**config.mk**
```make
export PLATFORM = sky130hd
export DESIGN_NAME = message_mailbox_queue_flat
export DESIGN_NICKNAME = d
export VERILOG_FILES = /design/src/hdl/mmq_pkg.sv /design/src/hdl/mmq_if.sv /design/src/hdl/mmq_ram.sv /design/src/hdl/mmq_front.sv /design/src/hdl/mmq_back.sv /design/src/hdl/message_mailbox_queue.sv /design/src/flat_wrapper.sv
export VERILOG_INCLUDE_DIRS = /design/src /design/src/hdl
export SDC_FILE = /design/constraint.sdc
export NUM_CORES = 1
export LEC_CHECK = 0
export ABC_AREA = 1
export BUFFER_PORTS_ARGS = -buffer_cell sky130_fd_sc_hd__buf_2
export CAP_MARGIN = 20
export CORE_AREA = 5 5 262 264
export DETAILED_ROUTE_END_ITERATION = 6
export DIE_AREA = 0 0 267 269
export GPL_TIMING_DRIVEN = 0
export MAX_ROUTING_LAYER = met4
export PLACE_DENSITY = 0.81
export RECOVER_POWER = 50
export SKIP_LAST_GASP = 1
export SYNTH_ARGS = -nofsm -noshare
export SYNTH_HDL_FRONTEND = slang
export SYNTH_SLANG_ARGS = --single-unit
```
**constraint.sdc**
```tcl
create_clock -name clk -period 5.3 [get_ports clk]
set_input_delay 1.325 -clock clk [delete_from_list [all_inputs] [get_ports clk]]
set_output_delay 1.325 -clock clk [all_outputs]
set_load 0.01 [all_outputs]
```
**src/hdl/message_mailbox_queue_assert.svh**
```systemverilog
// ----------------------------------------------------------------------------
// message_mailbox_queue assertion macros
// Concurrent assertion helpers shared by the mailbox queue modules. They
// compile to nothing when SYNTHESIS is defined.
// ----------------------------------------------------------------------------
`ifndef MESSAGE_MAILBOX_QUEUE_ASSERT_SVH
`define MESSAGE_MAILBOX_QUEUE_ASSERT_SVH

`ifndef SYNTHESIS
// Same-cycle implication, disabled while reset is asserted.
`define MMQ_ASSERT_IMPLIES(label, clk, rst_n, ante, cons) \
  label: assert property (@(posedge clk) disable iff (!rst_n) (ante) |-> (cons)) \
    else $error("mailbox queue assertion failed");
// Next-cycle implication, disabled while reset is asserted.
`define MMQ_ASSERT_NEXT(label, clk, rst_n, ante, cons) \
  label: assert property (@(posedge clk) disable iff (!rst_n) (ante) |=> (cons)) \
    else $error("mailbox queue assertion failed");
`else
`define MMQ_ASSERT_IMPLIES(label, clk, rst_n, ante, cons)
`define MMQ_ASSERT_NEXT(label, clk, rst_n, ante, cons)
`endif

`endif

```
**src/hdl/mmq_pkg.sv**
```systemverilog
// ----------------------------------------------------------------------------
// mmq_pkg
// Types, widths and codes shared by the message mailbox queue.
// ----------------------------------------------------------------------------
package mmq_pkg;

  // Default sizes of the ring and of one payload.
  localparam int QUEUE_SLOTS_DEF   = 8;
  localparam int PAYLOAD_BYTES_DEF = 8;

  // Fixed field widths.
  localparam int LEN_W    = 4;
  localparam int BYTE_W   = 8;
  localparam int PAY_W    = 64;
  localparam int STATUS_W = 3;

  // Depth of the command queue between front and back.
  localparam int CMDQ_DEPTH = 2;

  // Input opcode values.
  localparam logic OPC_SEND = 1'b0;
  localparam logic OPC_RECV = 1'b1;

  // Result status codes.
  typedef logic [STATUS_W-1:0] status_t;
  localparam status_t ST_SENT       = 3'd0;
  localparam status_t ST_FULL       = 3'd1;
  localparam status_t ST_RECEIVED   = 3'd2;
  localparam status_t ST_EMPTY      = 3'd3;
  localparam status_t ST_TOO_SMALL  = 3'd4;
  localparam status_t ST_BAD_LENGTH = 3'd5;

  // Classified command kinds.
  typedef logic [1:0] cmd_op_t;
  localparam cmd_op_t CMD_SEND = 2'd0;
  localparam cmd_op_t CMD_RECV = 2'd1;
  localparam cmd_op_t CMD_BAD  = 2'd2;

  // One classified command as it travels from front to back.
  typedef struct packed {
    cmd_op_t            op;
    logic [LEN_W-1:0]   len;
    logic [BYTE_W-1:0]  kind;
    logic [PAY_W-1:0]   payload;
    logic [BYTE_W-1:0]  max_len;
  } cmd_t;

endpackage

```
**src/hdl/mmq_if.sv**
```systemverilog
// ----------------------------------------------------------------------------
// mmq_if
// Valid/ready channels of the mailbox queue: request and result.
// ----------------------------------------------------------------------------
interface mmq_in_if;
  logic                         valid;
  logic                         ready;
  logic                         opcode;
  logic [mmq_pkg::BYTE_W-1:0]   msg_length;
  logic [mmq_pkg::BYTE_W-1:0]   msg_kind;
  logic [mmq_pkg::PAY_W-1:0]    payload_in;
  logic [mmq_pkg::BYTE_W-1:0]   max_length;

  modport source (output valid, opcode, msg_length, msg_kind, payload_in, max_length,
                  input ready);
  modport sink   (input valid, opcode, msg_length, msg_kind, payload_in, max_length,
                  output ready);
endinterface

interface mmq_out_if;
  logic                         valid;
  logic                         ready;
  logic [mmq_pkg::STATUS_W-1:0] status;
  logic [mmq_pkg::LEN_W-1:0]    length_out;
  logic [mmq_pkg::BYTE_W-1:0]   kind_out;
  logic [mmq_pkg::PAY_W-1:0]    payload_out;
  logic                         message_waiting;

  modport source (output valid, status, length_out, kind_out, payload_out, message_waiting,
                  input ready);
  modport sink   (input valid, status, length_out, kind_out, payload_out, message_waiting,
                  output ready);
endinterface

```
**src/hdl/mmq_ram.sv**
```systemverilog
// ----------------------------------------------------------------------------
// mmq_ram
// Generic simple dual-port RAM: one write port, one read port, registered read.
// ----------------------------------------------------------------------------
module mmq_ram #(
  parameter int WIDTH = 8,
  parameter int DEPTH = 8
) (
  input  logic                     clk,
  input  logic                     we,
  input  logic [$clog2(DEPTH)-1:0] waddr,
  input  logic [WIDTH-1:0]         wdata,
  input  logic                     re,
  input  logic [$clog2(DEPTH)-1:0] raddr,
  output logic [WIDTH-1:0]         rdata
);

  logic [WIDTH-1:0] mem_r [DEPTH];
  logic [WIDTH-1:0] rdata_r;

  always_ff @(posedge clk) begin
    if (we) begin
      mem_r[waddr] <= wdata;
    end
    if (re) begin
      rdata_r <= mem_r[raddr];
    end
  end

  assign rdata = rdata_r;

endmodule

```
**src/hdl/mmq_front.sv**
```systemverilog
// ----------------------------------------------------------------------------
// mmq_front
// Accepts requests, classifies them, trims the payload to its length and
// holds them in a short command queue for the back end.
// ----------------------------------------------------------------------------
`include "message_mailbox_queue_assert.svh"

module mmq_front #(
  parameter int PAYLOAD_BYTES = mmq_pkg::PAYLOAD_BYTES_DEF
) (
  input  logic          clk,
  input  logic          rst_n,
  mmq_in_if.sink        in_if,
  output logic          cmd_valid,
  input  logic          cmd_ready,
  output mmq_pkg::cmd_t cmd
);

  localparam int DEPTH = mmq_pkg::CMDQ_DEPTH;
  localparam int PTR_W = (DEPTH > 1) ? $clog2(DEPTH) : 1;
  localparam int CNT_W = $clog2(DEPTH + 1);

  mmq_pkg::cmd_t      cls;
  mmq_pkg::cmd_t      q_r [DEPTH];
  logic [PTR_W-1:0]   wptr_r, wptr_nxt;
  logic [PTR_W-1:0]   rptr_r, rptr_nxt;
  logic [CNT_W-1:0]   cnt_r, cnt_nxt;
  logic               push, pop;

  // Classification and payload trimming.
  always_comb begin
    cls         = '0;
    cls.kind    = in_if.msg_kind;
    cls.max_len = in_if.max_length;
    cls.len     = in_if.msg_length[mmq_pkg::LEN_W-1:0];
    if (in_if.opcode == mmq_pkg::OPC_RECV) begin
      cls.op = mmq_pkg::CMD_RECV;
    end else if (in_if.msg_length > mmq_pkg::BYTE_W'(PAYLOAD_BYTES)) begin
      cls.op = mmq_pkg::CMD_BAD;
    end else begin
      cls.op = mmq_pkg::CMD_SEND;
    end
    for (int i = 0; i < mmq_pkg::PAY_W / mmq_pkg::BYTE_W; i++) begin
      if (i < PAYLOAD_BYTES && mmq_pkg::BYTE_W'(i) < in_if.msg_length) begin
        cls.payload[i*mmq_pkg::BYTE_W +: mmq_pkg::BYTE_W] =
          in_if.payload_in[i*mmq_pkg::BYTE_W +: mmq_pkg::BYTE_W];
      end
    end
  end

  assign in_if.ready = (cnt_r != CNT_W'(DEPTH));
  assign push        = in_if.valid && in_if.ready;
  assign cmd_valid   = (cnt_r != '0);
  assign pop         = cmd_valid && cmd_ready;
  assign cmd         = q_r[rptr_r];

  always_comb begin
    wptr_nxt = wptr_r;
    rptr_nxt = rptr_r;
    cnt_nxt  = cnt_r;
    if (push) begin
      wptr_nxt = (wptr_r == PTR_W'(DEPTH - 1)) ? '0 : wptr_r + 1'b1;
    end
    if (pop) begin
      rptr_nxt = (rptr_r == PTR_W'(DEPTH - 1)) ? '0 : rptr_r + 1'b1;
    end
    if (push && !pop) begin
      cnt_nxt = cnt_r + 1'b1;
    end else if (pop && !push) begin
      cnt_nxt = cnt_r - 1'b1;
    end
  end

  always_ff @(posedge clk) begin
    if (!rst_n) begin
      wptr_r <= '0;
      rptr_r <= '0;
      cnt_r  <= '0;
    end else begin
      wptr_r <= wptr_nxt;
      rptr_r <= rptr_nxt;
      cnt_r  <= cnt_nxt;
    end
  end

  always_ff @(posedge clk) begin
    if (push) begin
      q_r[wptr_r] <= cls;
    end
  end

  // The queue never holds more entries than it has.
  `MMQ_ASSERT_IMPLIES(a_cmdq_bound, clk, rst_n, 1'b1, cnt_r <= CNT_W'(DEPTH))

endmodule

```
**src/hdl/mmq_back.sv**
```systemverilog
// ----------------------------------------------------------------------------
// mmq_back
// Executes classified commands against the slot ring and registers results.
// ----------------------------------------------------------------------------
`include "message_mailbox_queue_assert.svh"

module mmq_back #(
  parameter int QUEUE_SLOTS   = mmq_pkg::QUEUE_SLOTS_DEF,
  parameter int PAYLOAD_BYTES = mmq_pkg::PAYLOAD_BYTES_DEF
) (
  input  logic          clk,
  input  logic          rst_n,
  input  logic          cmd_valid,
  output logic          cmd_ready,
  input  mmq_pkg::cmd_t cmd,
  mmq_out_if.source     out_if
);

  localparam int IDX_W   = $clog2(QUEUE_SLOTS);
  localparam int SPAY_W  = mmq_pkg::BYTE_W * PAYLOAD_BYTES;
  localparam int ENTRY_W = mmq_pkg::LEN_W + mmq_pkg::BYTE_W + SPAY_W;

  localparam logic S_IDLE = 1'b0;
  localparam logic S_READ = 1'b1;

  logic                          state_r, state_nxt;
  logic [IDX_W-1:0]              wr_idx_r, wr_idx_nxt;
  logic [IDX_W-1:0]              rd_idx_r, rd_idx_nxt;
  logic [QUEUE_SLOTS-1:0]        full_r, full_nxt;
  logic [mmq_pkg::BYTE_W-1:0]    max_len_r, max_len_nxt;

  logic                          out_valid_r, out_valid_nxt;
  mmq_pkg::status_t              status_r, status_nxt;
  logic [mmq_pkg::LEN_W-1:0]     len_r, len_nxt;
  logic [mmq_pkg::BYTE_W-1:0]    kind_r, kind_nxt;
  logic [mmq_pkg::PAY_W-1:0]     pay_r, pay_nxt;
  logic                          wait_r, wait_nxt;

  logic                          out_free, cmd_pop, load;
  logic                          ram_we, ram_re;
  logic [ENTRY_W-1:0]            ram_wdata, ram_rdata;
  logic [mmq_pkg::LEN_W-1:0]     rd_len;
  logic [mmq_pkg::BYTE_W-1:0]    rd_kind;
  logic [SPAY_W-1:0]             rd_pay;

  assign out_free  = !out_valid_r || out_if.ready;
  assign cmd_ready = (state_r == S_IDLE) && out_free;
  assign cmd_pop   = cmd_valid && cmd_ready;

  assign ram_wdata = {cmd.len, cmd.kind, cmd.payload[SPAY_W-1:0]};
  assign {rd_len, rd_kind, rd_pay} = ram_rdata;

  mmq_ram #(
    .WIDTH (ENTRY_W),
    .DEPTH (QUEUE_SLOTS)
  ) u_slot_ram (
    .clk   (clk),
    .we    (ram_we),
    .waddr (wr_idx_r),
    .wdata (ram_wdata),
    .re    (ram_re),
    .raddr (rd_idx_r),
    .rdata (ram_rdata)
  );

  always_comb begin
    state_nxt   = state_r;
    wr_idx_nxt  = wr_idx_r;
    rd_idx_nxt  = rd_idx_r;
    full_nxt    = full_r;
    max_len_nxt = max_len_r;
    load        = 1'b0;
    ram_we      = 1'b0;
    ram_re      = 1'b0;
    status_nxt  = mmq_pkg::ST_SENT;
    len_nxt     = '0;
    kind_nxt    = '0;
    pay_nxt     = '0;

    if (cmd_pop) begin
      unique case (cmd.op)
        mmq_pkg::CMD_BAD: begin
          load       = 1'b1;
          status_nxt = mmq_pkg::ST_BAD_LENGTH;
        end
        mmq_pkg::CMD_SEND: begin
          load = 1'b1;
          if (full_r[wr_idx_r]) begin
            status_nxt = mmq_pkg::ST_FULL;
          end else begin
            ram_we             = 1'b1;
            full_nxt[wr_idx_r] = 1'b1;
            wr_idx_nxt = (wr_idx_r == IDX_W'(QUEUE_SLOTS - 1)) ? '0 : wr_idx_r + 1'b1;
            status_nxt = mmq_pkg::ST_SENT;
          end
        end
        mmq_pkg::CMD_RECV: begin
          if (!full_r[rd_idx_r]) begin
            load       = 1'b1;
            status_nxt = mmq_pkg::ST_EMPTY;
          end else begin
            ram_re      = 1'b1;
            max_len_nxt = cmd.max_len;
            state_nxt   = S_READ;
          end
        end
        default: begin
          load       = 1'b1;
          status_nxt = mmq_pkg::ST_BAD_LENGTH;
        end
      endcase
    end else if (state_r == S_READ && out_free) begin
      state_nxt = S_IDLE;
      load      = 1'b1;
      if (mmq_pkg::BYTE_W'(rd_len) > max_len_r) begin
        status_nxt = mmq_pkg::ST_TOO_SMALL;
      end else begin
        status_nxt         = mmq_pkg::ST_RECEIVED;
        len_nxt            = rd_len;
        kind_nxt           = rd_kind;
        pay_nxt            = mmq_pkg::PAY_W'(rd_pay);
        full_nxt[rd_idx_r] = 1'b0;
        rd_idx_nxt = (rd_idx_r == IDX_W'(QUEUE_SLOTS - 1)) ? '0 : rd_idx_r + 1'b1;
      end
    end

    wait_nxt = full_nxt[rd_idx_nxt];

    if (load) begin
      out_valid_nxt = 1'b1;
    end else if (out_if.ready) begin
      out_valid_nxt = 1'b0;
    end else begin
      out_valid_nxt = out_valid_r;
    end
  end

  always_ff @(posedge clk) begin
    if (!rst_n) begin
      state_r     <= S_IDLE;
      wr_idx_r    <= '0;
      rd_idx_r    <= '0;
      full_r      <= '0;
      out_valid_r <= 1'b0;
    end else begin
      state_r     <= state_nxt;
      wr_idx_r    <= wr_idx_nxt;
      rd_idx_r    <= rd_idx_nxt;
      full_r      <= full_nxt;
      out_valid_r <= out_valid_nxt;
    end
  end

  always_ff @(posedge clk) begin
    max_len_r <= max_len_nxt;
    if (load) begin
      status_r <= status_nxt;
      len_r    <= len_nxt;
      kind_r   <= kind_nxt;
      pay_r    <= pay_nxt;
      wait_r   <= wait_nxt;
    end
  end

  assign out_if.valid           = out_valid_r;
  assign out_if.status          = status_r;
  assign out_if.length_out      = len_r;
  assign out_if.kind_out        = kind_r;
  assign out_if.payload_out     = pay_r;
  assign out_if.message_waiting = wait_r;

  // No new command is taken while a slot read is outstanding.
  `MMQ_ASSERT_IMPLIES(a_read_blocks_pop, clk, rst_n, state_r == S_READ, !cmd_pop)
  // A delivered message never claims more bytes than a slot holds.
  `MMQ_ASSERT_IMPLIES(a_rx_len_fits, clk, rst_n, load && status_nxt == mmq_pkg::ST_RECEIVED, mmq_pkg::BYTE_W'(len_nxt) <= mmq_pkg::BYTE_W'(PAYLOAD_BYTES))
  // A successful send leaves at least one slot marked full.
  `MMQ_ASSERT_NEXT(a_send_sets_full, clk, rst_n, load && status_nxt == mmq_pkg::ST_SENT, full_r != '0)

endmodule

```
**src/hdl/message_mailbox_queue.sv**
```systemverilog
// ----------------------------------------------------------------------------
// message_mailbox_queue
// Ring of message slots with full flags; send and receive requests in,
// one status result out per request.
// ----------------------------------------------------------------------------
// The mailbox takes one request per transfer on in_if and returns exactly one
// result per request on out_if, in request order. A send that the back end
// accepts writes its slot and loads the result register at once, so
// back-to-back sends sustain one per cycle while out_if takes each result; a
// receive that finds a message holds off the next command while the slot
// contents come out of a RAM with a registered read. A request that finds
// the write slot still full, the read slot empty or a receiver too small
// leaves the ring unchanged. A two-entry command queue sits between the
// request front end and the back end, so requests keep flowing in while a
// result waits in the output register. No RAM clearing pass is needed after
// reset: slot data is read only from a slot whose flag a send has set.
// ----------------------------------------------------------------------------
module message_mailbox_queue #(
  parameter int QUEUE_SLOTS   = mmq_pkg::QUEUE_SLOTS_DEF,
  parameter int PAYLOAD_BYTES = mmq_pkg::PAYLOAD_BYTES_DEF
) (
  input  logic      clk,
  input  logic      rst_n,
  mmq_in_if.sink    in_if,
  mmq_out_if.source out_if
);

  // Classified command handed from the front end to the back end.
  logic          cmd_valid;
  logic          cmd_ready;
  mmq_pkg::cmd_t cmd;

  // The front end checks the send length, trims the payload to that length
  // and queues the command.
  mmq_front #(
    .PAYLOAD_BYTES (PAYLOAD_BYTES)
  ) u_front (
    .clk       (clk),
    .rst_n     (rst_n),
    .in_if     (in_if),
    .cmd_valid (cmd_valid),
    .cmd_ready (cmd_ready),
    .cmd       (cmd)
  );

  // The back end owns the ring indices, the full flags and the slot RAM,
  // and registers each result until the downstream side takes it.
  mmq_back #(
    .QUEUE_SLOTS   (QUEUE_SLOTS),
    .PAYLOAD_BYTES (PAYLOAD_BYTES)
  ) u_back (
    .clk       (clk),
    .rst_n     (rst_n),
    .cmd_valid (cmd_valid),
    .cmd_ready (cmd_ready),
    .cmd       (cmd),
    .out_if    (out_if)
  );

endmodule
```
**src/flat_wrapper.sv**
```systemverilog
// flat-port wrapper written by rule: the top's interface ports become plain ports
module message_mailbox_queue_flat 
#(
  parameter int QUEUE_SLOTS   = mmq_pkg::QUEUE_SLOTS_DEF,
  parameter int PAYLOAD_BYTES = mmq_pkg::PAYLOAD_BYTES_DEF
)
  (clk, rst_n, in_if_valid, in_if_opcode, in_if_msg_length, in_if_msg_kind, in_if_payload_in, in_if_max_length, in_if_ready, out_if_valid, out_if_status, out_if_length_out, out_if_kind_out, out_if_payload_out, out_if_message_waiting, out_if_ready);
  mmq_in_if in_if_i ();
  mmq_out_if out_if_i ();
  input  logic clk;
  input  logic rst_n;
  input wire logic [$bits(in_if_i.valid)-1:0] in_if_valid;
  input wire logic [$bits(in_if_i.opcode)-1:0] in_if_opcode;
  input wire logic [$bits(in_if_i.msg_length)-1:0] in_if_msg_length;
  input wire logic [$bits(in_if_i.msg_kind)-1:0] in_if_msg_kind;
  input wire logic [$bits(in_if_i.payload_in)-1:0] in_if_payload_in;
  input wire logic [$bits(in_if_i.max_length)-1:0] in_if_max_length;
  output wire logic [$bits(in_if_i.ready)-1:0] in_if_ready;
  output wire logic [$bits(out_if_i.valid)-1:0] out_if_valid;
  output wire logic [$bits(out_if_i.status)-1:0] out_if_status;
  output wire logic [$bits(out_if_i.length_out)-1:0] out_if_length_out;
  output wire logic [$bits(out_if_i.kind_out)-1:0] out_if_kind_out;
  output wire logic [$bits(out_if_i.payload_out)-1:0] out_if_payload_out;
  output wire logic [$bits(out_if_i.message_waiting)-1:0] out_if_message_waiting;
  input wire logic [$bits(out_if_i.ready)-1:0] out_if_ready;
  assign in_if_i.valid = in_if_valid;
  assign in_if_i.opcode = in_if_opcode;
  assign in_if_i.msg_length = in_if_msg_length;
  assign in_if_i.msg_kind = in_if_msg_kind;
  assign in_if_i.payload_in = in_if_payload_in;
  assign in_if_i.max_length = in_if_max_length;
  assign in_if_ready = in_if_i.ready;
  assign out_if_valid = out_if_i.valid;
  assign out_if_status = out_if_i.status;
  assign out_if_length_out = out_if_i.length_out;
  assign out_if_kind_out = out_if_i.kind_out;
  assign out_if_payload_out = out_if_i.payload_out;
  assign out_if_message_waiting = out_if_i.message_waiting;
  assign out_if_i.ready = out_if_ready;
  message_mailbox_queue #(.QUEUE_SLOTS(QUEUE_SLOTS), .PAYLOAD_BYTES(PAYLOAD_BYTES)) u_core (.clk(clk), .rst_n(rst_n), .in_if(in_if_i), .out_if(out_if_i));
endmodule
```
## Yosys cells after proc, flatten, opt, wreduce, memory -nomap -nowiden

Memory sizes are Yosys's and may differ from the RTL's. A register that Yosys moved wholly into a read port is not among the register bits.
Cells that the tools add are included.

| storage, ports and cells | value |
|---|---|
| register bits | 108 |
| RAM bits | 780 |
| input bits | 93 |
| output and inout bits | 82 |
| word-level logic and storage cells | 132 |
| memories | 2 |

| cells by class | value |
|---|---|
| $add $sub $neg | 6 |
| order comparisons | 15 |
| equality and inequality tests | 6 |
| muxes and demuxes | 62 |
| bitwise operators | 6 |
| reduce and logical (&&, ||, !) cells | 21 |

Memory list:

| name | depth | bits a word | read ports | clocked after memory_dff | write ports | line | text |
|---|---|---|---|---|---|---|---|
| u_core.u_back.u_slot_ram.mem_r | 8 | 76 | 1 | 1 | 1 | mmq_ram.sv:18 | `logic [WIDTH-1:0] mem_r [DEPTH];` |
| u_core.u_front.q_r | 2 | 86 | 1 | 1 | 1 | mmq_front.sv:24 | `mmq_pkg::cmd_t q_r [DEPTH];` |

Operators by type and width:

| operator | number |
|---|---|
| 8-bit two-way mux | 13 |
| 3-bit by 8-bit < comparator with 1-bit output, first input constant | 4 |
| 1-bit two-way mux | 30 |
| 3-bit two-way mux | 8 |
| 1-bit by 8-bit < comparator with 1-bit output, first input constant | 2 |
| 2-bit by 8-bit < comparator with 1-bit output, first input constant | 2 |
| 3-bit by 4-bit < comparator with 1-bit output, second input constant | 3 |
| 2-bit two-way mux | 5 |
| 1-bit binary-select mux with 3-bit select | 3 |
| 3-bit AND reduction | 3 |
| 8-bit bitwise AND | 1 |
| 4-bit by 8-bit greater-than comparator with 1-bit output | 1 |
| 8-bit by 4-bit greater-than comparator with 1-bit output, second input constant | 1 |
| 1-bit logical AND | 8 |
| 8-bit inverter | 1 |
| 8-bit OR | 1 |
| 2-bit nonzero test | 4 |
| 3-bit by 1-bit adder with 3-bit output, second input constant | 2 |
| 1-bit demux with 3-bit select | 2 |
| 3-bit equality test, second input constant | 2 |
| 3-bit by 1-bit >= comparator with 1-bit output, second input constant | 2 |
| 2-bit inequality test, second input constant | 3 |
| 3-bit case mux with 2 select lines | 1 |
| 1-bit logical NOT | 3 |
| other kinds (8) | 11 |

## Logic depth before layout (Yosys ltp)

Gate-level depths: netlist of run 1.

| depth | value |
|---|---|
| depth after elaboration | 11 |
| depth in mapped cells | 18 |
| mapped depth without buffers | 17 |

## Hierarchy

Synthesis of run 1 repeated with hierarchy kept, for this count alone.

| unflattened totals | value |
|---|---|
| cell total of the unflattened synthesis | 3641 |
| area, all modules | 40542.6 µm² |

By module, submodules not included:

| module | instances | cells each | area an instance (µm²) |
|---|---|---|---|
| mmq_ram | 1 | 2721 | 28847.7 |
| mmq_front | 1 | 453 | 7095.6 |
| mmq_back | 1 | 467 | 4599.4 |

## Least setup slack after synthesis of run 1

Ideal clock, no wire load.

| timing | value |
|---|---|
| path type | input -> register |
| start point | in out_if_ready |
| end point | reg u_core.u_back.u_slot_ram.rdata_r[0] (netlist: u_core.u_back.u_slot_ram.rdata[0]) (read register of u_core.u_back.u_slot_ram.mem_r), enable pin |
| library setup time | 511 ps |
| data arrival time | 5169 ps |
| required time | 4789 ps |
| setup slack | -380 ps |
| stages on the path | 7 |
| path through | inv_1 -> nand2_1 -> inv_2 -> nor2_4 -> buf_2 -> inv_1 -> nor2_1 |

| between the ends | value |
|---|---|
| longest elaborated chain between the ends | 4 |

RTL lines:

| what | line | text |
|---|---|---|
| start: declaration | flat_wrapper.sv:25 | `input wire logic [$bits(out_if_i.ready)-1:0] out_if_ready;` |
| 1-bit logical OR | mmq_back.sv:46 | `assign out_free = !out_valid_r \|\| out_if.ready;` |
| 1-bit logical AND | mmq_back.sv:47 | `assign cmd_ready = (state_r == S_IDLE) && out_free;` |
| 1-bit logical AND | mmq_back.sv:48 | `assign cmd_pop = cmd_valid && cmd_ready;` |
| 1-bit two-way mux | mmq_back.sv:80 | `if (cmd_pop) begin` |
| net u_core.u_back.ram_re | mmq_back.sv:40 | `logic ram_we, ram_re;` |
| end: declaration | mmq_ram.sv:19 | `logic [WIDTH-1:0] rdata_r;` |

The timed path passes the listed nets, and every way through them passes these cells.
A chain may end at the register's enable or synchronous reset.

## Worst setup path in the final report of run 1

| timing | value |
|---|---|
| start point | in in_if_valid |
| end point | mem u_core.u_front.q_r[1][38] (netlist name), enable pin |

| between the ends | value |
|---|---|
| longest elaborated chain between the ends | 3 |

RTL lines:

| what | line | text |
|---|---|---|
| start: declaration | flat_wrapper.sv:12 | `input wire logic [$bits(in_if_i.valid)-1:0] in_if_valid;` |
| 1-bit logical AND | mmq_front.sv:52 | `assign push = in_if.valid && in_if.ready;` |
| 1-bit two-way mux | mmq_front.sv:87 | `if (push) begin` |
| 1-bit two-way mux (not written as such) | mmq_front.sv:88 | `q_r[wptr_r] <= cls;` |
| end: declaration | mmq_front.sv:24 |  |

No other way between the ends.

==> results.py, run 1 <==
metrics = {
    "synth": {
        "yosysMostFrequentCell": "edfxtp_1",
        "yosysUniqueCellTypes": 37,
        "synthArstFlopShare": 0,
        "netlist_top_cells_count": "edfxtp_1 (944), nand2_1 (525), inv_1 (210)",
        "synth_top_area_share": 0.788,
        "syn_inst": 2376,
        "netlist_area_mm2": 0.0360,
        "synth_edf_count": 944,
        "syn_avg_cell_area_um2": 15.1,
        "synth_ff_type": "edfxtp_1",
        "syn_nets": 2478,
        "yosys_warnings": 0,
        "synthTopCellsByArea": "edfxtp_1 (79%), nand2_1 (5.5%), inv_1 (2.2%)",
        "synth_top_cell_by_area": "edfxtp_1",
        "ys_seq_area_frac": 0.800,
        "ys_ff_latch": 965,
    },
    "place": {
        "routabilityCongestion": 0.844,
        "port_buffers": 174,
        "placed_cell_area_mm2": 0.0384,
        "dp_cells": 3443,
        "dpl.hpwl_um": 57900,
    },
    "worst_setup_path": {
        "critPathMaxFanout": 26,
        "cp_slowest_cell": "nor2_1",
        "arrival_ns": 4.45,
        "critPathLaunchType": "primary input",
        "r2r-end": "u_core.u_back.u_slot_ram.mem_r[4][42]",
        "r2r_slack_ns": 1.34,
        "cp.buffers_inverters": 3,
        "path_cells": "buf_2 -> nand2_1 -> nor2_1 -> clkbuf_1 -> buf_12",
        "slowest_delay_ns": 1.30,
        "critical_path_class": "primary input to register",
        "rr_worst_depth": 9,
        "cp_top_family": "buffers and inverters",
        "endpoint_kind": "register",
        "worstReg2RegStart": "u_core.u_back.wr_idx_r[0]",
        "worstPathRequired_ns": 5.64,
    },
    "clock_tree": {
        "cts_tree": "built",
        "numCtsBuffers": 91,
        "cts_max_level": 3,
        "clkLatencyLatePin_ns": 0.67,
        "cts.path.max_buffers": 3,
        "post_cts.repair.setup_buffers": 0,
        "ctsHoldBuffers": 0,
        "clkSinkCount": 965,
        "cts_root_buffer": "clkbuf_16",
        "ctsResizeCount": 0,
        "clkTransAtPathRegs_ns": 0.06,
    },
    "pwr": {
        "pwr-share-comb": 0.151,
        "ir_worst_vdd_v": 0.000393,
        "clockPowerShare": 0.334,
        "power_density_mw_per_mm2": 478,
        "power_frac_seq": 0.515,
        "p_int_uw": 14400,
        "p_sw_frac": 0.269,
        "switchingPower_uw": 5290,
        "finalPower_uw": 19700,
        "p_leak_uw": 0.0151,
    },
    "finish": {
        "stdcell_count": 3617,
        "drive_gt1_frac": 0.156,
        "syn_to_final_growth_pct": 14.7,
        "fin_area_mm2": 0.0412,
        "fin_nets": 2765,
    },
    "route": {
        "antenna_left": 0,
        "drc": 0,
        "vias": 21600,
        "routed_wl_um": 95100,
        "vias_per_cell": 5.96,
        "drt-initial-drc-count": 3244,
        "wl_per_cell_um": 26.3,
        "drt-pass1-iter-count": 5,
    },
    "floorplan": {
        "dieArea_mm2": 0.0718,
        "core-area_mm2": 0.0663,
        "start_util": 0.542,
        "dieWidth_um": 267,
        "die_h_um": 269,
        "ioPinCount": 175,
        "num_rows": 95,
    },
    "sta": {
        "clock.fmax_ghz": 0.243,
        "setup_viol": 0,
        "period_share": 0.776,
        "drv_slew": 190,
        "fin_skew_ns": 0.0467,
        "max_slew_margin": -0.472,
        "finalHoldViolCount": 0,
        "tightest_slew_ns": 2.20,
        "min_period_ns": 4.11,
        "holdWs_ns": 0.465,
        "rsz0062_at_grt": "false",
    },
    "global_route": {
        "grt_pass1_wl_um": 136000,
        "antenna_found_initial": 4,
        "grt.overflow.total": 0,
        "grt_pass1_vias": 21400,
        "grt_max_degree": 60,
        "gr-usage-all-layers": 0.268,
    },
    "min_path": {
        "worstHoldStart": "u_core.u_front.rptr_r",
        "min_path_cells": 1,
        "hold_path_class": "register to register",
    },
    "flow_run": {
        "maxCapViolCount": 8,
    },
    "outcome": {
        "violations": "capacitance limit, slew limit",
        "outcome": "finished with violations",
    },
}
-- per-layer routing --
metal  GRT usage  share of wire  vias up
met5           -              0        -
met4       0.110          0.047        0
met3      0.0608           0.13      289
met2       0.428           0.48     1665
met1       0.339           0.35    10400
li1            -              -     9207
-- sequential cells by signal, indices dropped and copies added, names as in the netlist, named ones only --
register                              flops
u_core.u_back.full_r                      8
u_core.u_back.max_len_r                   8
u_core.u_back.out_if.kind_out             8
u_core.u_back.out_if.length_out           4
u_core.u_back.out_if.message_waiting      1
u_core.u_back.out_if.payload_out         64
u_core.u_back.out_if.status               3
u_core.u_back.out_if.valid                1
u_core.u_back.rd_idx_r                    3
u_core.u_back.state_r                     1
u_core.u_back.u_slot_ram.mem_r          608
u_core.u_back.u_slot_ram.rdata           76
u_core.u_back.wr_idx_r                    3
u_core.u_front.cnt_r                      2
u_core.u_front.q_r                      172
u_core.u_front.rptr_r                     1
u_core.u_front.wptr_r                     1
-- per-stage QoR --
stage,utilization,setup WS [ns],TNS (ns)
global route,0.622,0.997,0
CTS,0.625,2.17,0
floorplan,-,0.890,0
global placement,0.572,-1.22,-319.06
finish,0.622,1.19,0
detailed placement,0.579,1.48,0
-- placed cells by master, fill, tap and decap left out, drive strengths merged, types with 2 or more instances in the layout --
cell type,Yosys,final
dfxtp,21,21
nand4,66,66
clkinv,0,41
buf,67,224
clkinvlp,0,14
edfxtp,944,944
diode,0,5
nor3,2,2
clkbuf,29,172
a22o,51,51
nand3,32,32
nand2,532,532
bufinv,0,11
inv,225,222
a221oi,68,68
nor2,174,174
o22ai,5,5
o21ai,32,32
a22oi,87,87
ha,9,9
a21oi,27,27
-- how the worst max path moves through the flow --
stage                             start                            endpoint  depth (start not counted)
finish                      in_if_valid           u_core.u_front.q_r[1][38]                          5
global route                in_if_valid           u_core.u_front.q_r[1][38]                          5
CTS                 in_if_msg_length[6]           u_core.u_front.q_r[0][14]                          9
detailed placement  in_if_msg_length[6]           u_core.u_front.q_r[1][47]                          8
global placement           out_if_ready  u_core.u_back.u_slot_ram.rdata[52]                          8
floorplan                  out_if_ready   u_core.u_back.u_slot_ram.rdata[0]                          7
-- layout make-up --
cell class | instances | area [µm²]
Fill cell | 4589 | 25100
Buffer | 96 | 452
Timing Repair Buffer | 194 | 1270
Clock inverter | 63 | 673
Inverter | 225 | 858
Sequential cell | 965 | 28800
Tap cell | 873 | 1090
Multi-Input combinational cell | 1090 | 5750
Antenna cell | 5 | 12.5
Clock buffer | 106 | 2350
-- logic make-up after synthesis --
kind of cell | count (synthesis) | synth area share
AO/OA/AOI/OAI | 272 | 0.0639
XOR/XNOR | 1 | 0.000244
adder cells (fa/ha/maj) | 9 | 0.00313
buffers and inverters | 321 | 0.0371
flip-flops | 965 | 0.800
AND/OR/NAND/NOR | 808 | 0.0955
-- power by group through the flow --
| stage | clock network (µW) | registers, µW | logic (µW) |
|---|---|---|---|
| after floorplan | 0 | 10500 | 1460 |
| after global placement | 0 | 10400 | 2690 |
| after detailed placement | 0 | 10300 | 2960 |
| after CTS | 6590 | 10100 | 2990 |
| after global routing | 6970 | 10200 | 3210 |
| final | 6580 | 10100 | 2980 |
Note: power is estimated with default switching activity, not from simulation.
==> inputs of run 2 (changes only) <==
--- a/config.mk
+++ b/config.mk
@@ -9,12 +9,12 @@
 export ABC_AREA = 1
 export BUFFER_PORTS_ARGS = -buffer_cell sky130_fd_sc_hd__buf_2
 export CAP_MARGIN = 20
-export CORE_AREA = 5 5 262 264
+export CORE_AREA = 5 5 251 253
 export DETAILED_ROUTE_END_ITERATION = 6
-export DIE_AREA = 0 0 267 269
+export DIE_AREA = 0 0 256 258
 export GPL_TIMING_DRIVEN = 0
 export MAX_ROUTING_LAYER = met4
-export PLACE_DENSITY = 0.81
+export PLACE_DENSITY = 0.84
 export RECOVER_POWER = 50
 export SKIP_LAST_GASP = 1
 export SYNTH_ARGS = -nofsm -noshare
==> constraint.sdc (replaced) <==
create_clock -name clk -period 4 [get_ports clk]
set_input_delay 1 -clock clk [delete_from_list [all_inputs] [get_ports clk]]
set_output_delay 1 -clock clk [all_outputs]
set_load 0.01 [all_outputs]
==> run 2 against run 1 <==
Net effect: the run still ends with capacitance limit, slew limit left; die area decreased by 8.0%; critical path depth increased by 4; core utilization increased by 5.3 points; cell count decreased by 2.5%; register-to-register slack got worse by 0.81 ns; clock power increased by 30%; critical path type is now register to register.
==> results.py, run 2 (synthesized netlist as in run 1, its figures left out) <==
metrics = {
    "outcome": {
        "outcome": "finished with violations",
        "violations": "capacitance limit, slew limit",
    },
    "place": {
        "dp_cells": 3360,
        "dpl.hpwl_um": 57900,
        "port_buffers": 174,
        "routabilityCongestion": 0.842,
        "placed_cell_area_mm2": 0.0383,
    },
    "global_route": {
        "grt.overflow.total": 0,
        "grt_pass1_vias": 22100,
        "grt_pass1_wl_um": 139000,
        "grt_max_degree": 62,
        "antenna_found_initial": 1,
        "gr-usage-all-layers": 0.295,
    },
    "clock_tree": {
        "cts_tree": "built",
        "cts_root_buffer": "clkbuf_16",
        "ctsHoldBuffers": 0,
        "clkSinkCount": 965,
        "cts.path.max_buffers": 3,
        "clkTransAtPathRegs_ns": 0.06,
        "clkLatencyLatePin_ns": 0.68,
        "ctsResizeCount": 0,
        "cts_max_level": 3,
        "numCtsBuffers": 89,
        "post_cts.repair.setup_buffers": 0,
    },
    "floorplan": {
        "start_util": 0.591,
        "ioPinCount": 175,
        "core-area_mm2": 0.0608,
        "die_h_um": 258,
        "dieWidth_um": 256,
        "dieArea_mm2": 0.0660,
        "num_rows": 91,
    },
    "worst_setup_path": {
        "worstPathRequired_ns": 4.33,
        "critical_path_class": "register to register",
        "arrival_ns": 3.80,
        "endpoint_kind": "register",
        "critPathLaunchType": "register",
        "critPathMaxFanout": 41,
    },
    "sta": {
        "min_period_ns": 3.47,
        "tns_ns": 0,
        "tightest_slew_ns": 1.92,
        "clock.fmax_ghz": 0.288,
        "rsz0062_at_grt": "false",
        "max_slew_margin": -0.283,
        "setup_viol": 0,
        "fin_skew_ns": 0.0603,
        "period_share": 0.867,
        "drv_slew": 30,
        "finalHoldViolCount": 0,
        "holdWs_ns": 0.454,
    },
    "min_path": {
        "hold_path_class": "register to register",
    },
    "flow_run": {
        "maxCapViolCount": 2,
    },
    "route": {
        "drt-initial-drc-count": 3318,
        "antenna_left": 0,
        "wl_per_cell_um": 27.5,
        "routed_wl_um": 96900,
        "vias": 22000,
        "vias_per_cell": 6.24,
        "drt-pass1-iter-count": 7,
        "drc": 0,
    },
    "pwr": {
        "clockPowerShare": 0.330,
        "power_frac_seq": 0.520,
        "switchingPower_uw": 7150,
        "pwr-share-comb": 0.150,
        "power_density_mw_per_mm2": 632,
        "p_sw_frac": 0.276,
        "p_leak_uw": 0.0149,
        "p_int_uw": 18800,
        "ir_worst_vdd_v": 0.000480,
    },
    "finish": {
        "largest_reg_flops": 608,
        "layout_commonest_cell": "edfxtp_1",
        "final_cell_mix": "edfxtp_1 (944), nand2_1 (524), inv_1 (209), nor2_1 (169), clkbuf_1 (154)",
        "drive_gt1_frac": 0.132,
        "fin_nets": 2763,
        "fill_cells": 3822,
        "stdcell_count": 3527,
        "largest-register": "u_core.u_back.u_slot_ram.mem_r",
        "fin_area_mm2": 0.0410,
        "syn_to_final_growth_pct": 14.0,
        "utilization": 0.674,
    },
}
==> run 2: cell types whose count changed in the layout (fill, tap and decap cells not counted), moves of 5 or more <==
cell,previous run,this run
a221oi_1,37,28
a221oi_2,31,40
buf_12,7,1
buf_2,194,117
clkbuf_1,79,154
clkinv_1,23,16
clkinvlp_2,5,0
==> run 2: per-layer routing <==
| metal | GRT usage | wire length (µm) | up-vias |
|---|---|---|---|
| li1 | - | - | 9217 |
| met1 | 0.361 | 32500 | 10500 |
| met2 | 0.468 | 45900 | 1896 |
| met3 | 0.0624 | 12500 | 375 |
| met4 | 0.161 | 6020 | 0 |
| met5 | - | 0 | - |
==> run 2: final timing paths <==
kind | startpoint | end | slack [ns] | depth (start not counted)
setup / recovery | u_core.u_back.wr_idx_r[0] | u_core.u_back.u_slot_ram.mem_r[1][36] | 0.53 | 9
hold / removal | u_core.u_front.rptr_r | register | 0.45 | 1
setup reg to reg | u_core.u_back.wr_idx_r[0] | u_core.u_back.u_slot_ram.mem_r[1][36] | 0.53 | 9
hold reg to reg | u_core.u_front.rptr_r | register | 0.45 | 1
==> run 2: through the flow <==
step,power (µW),worst slack [ns]
3_5_place_dp,17600,0.583
6_report,25900,0.533
3_3_place_gp,17100,-1.65
5_1_grt,26700,0.418
4_1_cts,26000,0.948
2_1_floorplan,15800,0.178
==> run 2: area by class of cell <==
type | instances | area, µm² | area share
Buffer | 96 | 468 | 0.0114
Antenna cell | 1 | 2.50 | 0.0000611
Clock inverter | 61 | 617 | 0.0150
Multi-Input combinational cell | 1090 | 5790 | 0.141
Sequential cell | 965 | 28800 | 0.702
Inverter | 225 | 860 | 0.0210
Timing Repair Buffer | 194 | 1170 | 0.0285
Tap cell | 790 | 988 | 0.0241
Clock buffer | 105 | 2330 | 0.0568
==> run 2: critical path, cell delays in order, from the launching register on <==
cell	delay (ns)
dfxtp_1	0.39
inv_1	0.14
buf_6	0.15
nand2_1	0.05
nand3_1	0.11
nand2_4	0.07
nor2_1	0.52
nand3_1	0.28
inv_2	1.07
buf_16	0.34
==> run 2: power groups by stage <==
stage,Sequential [µW],Clock (µW),Combinational (µW)
finish,13500,8550,3880
detailed placement,13600,0,3930
global route,13500,9010,4160
floorplan,13900,0,1940
CTS,13500,8540,4000
global placement,13700,0,3460
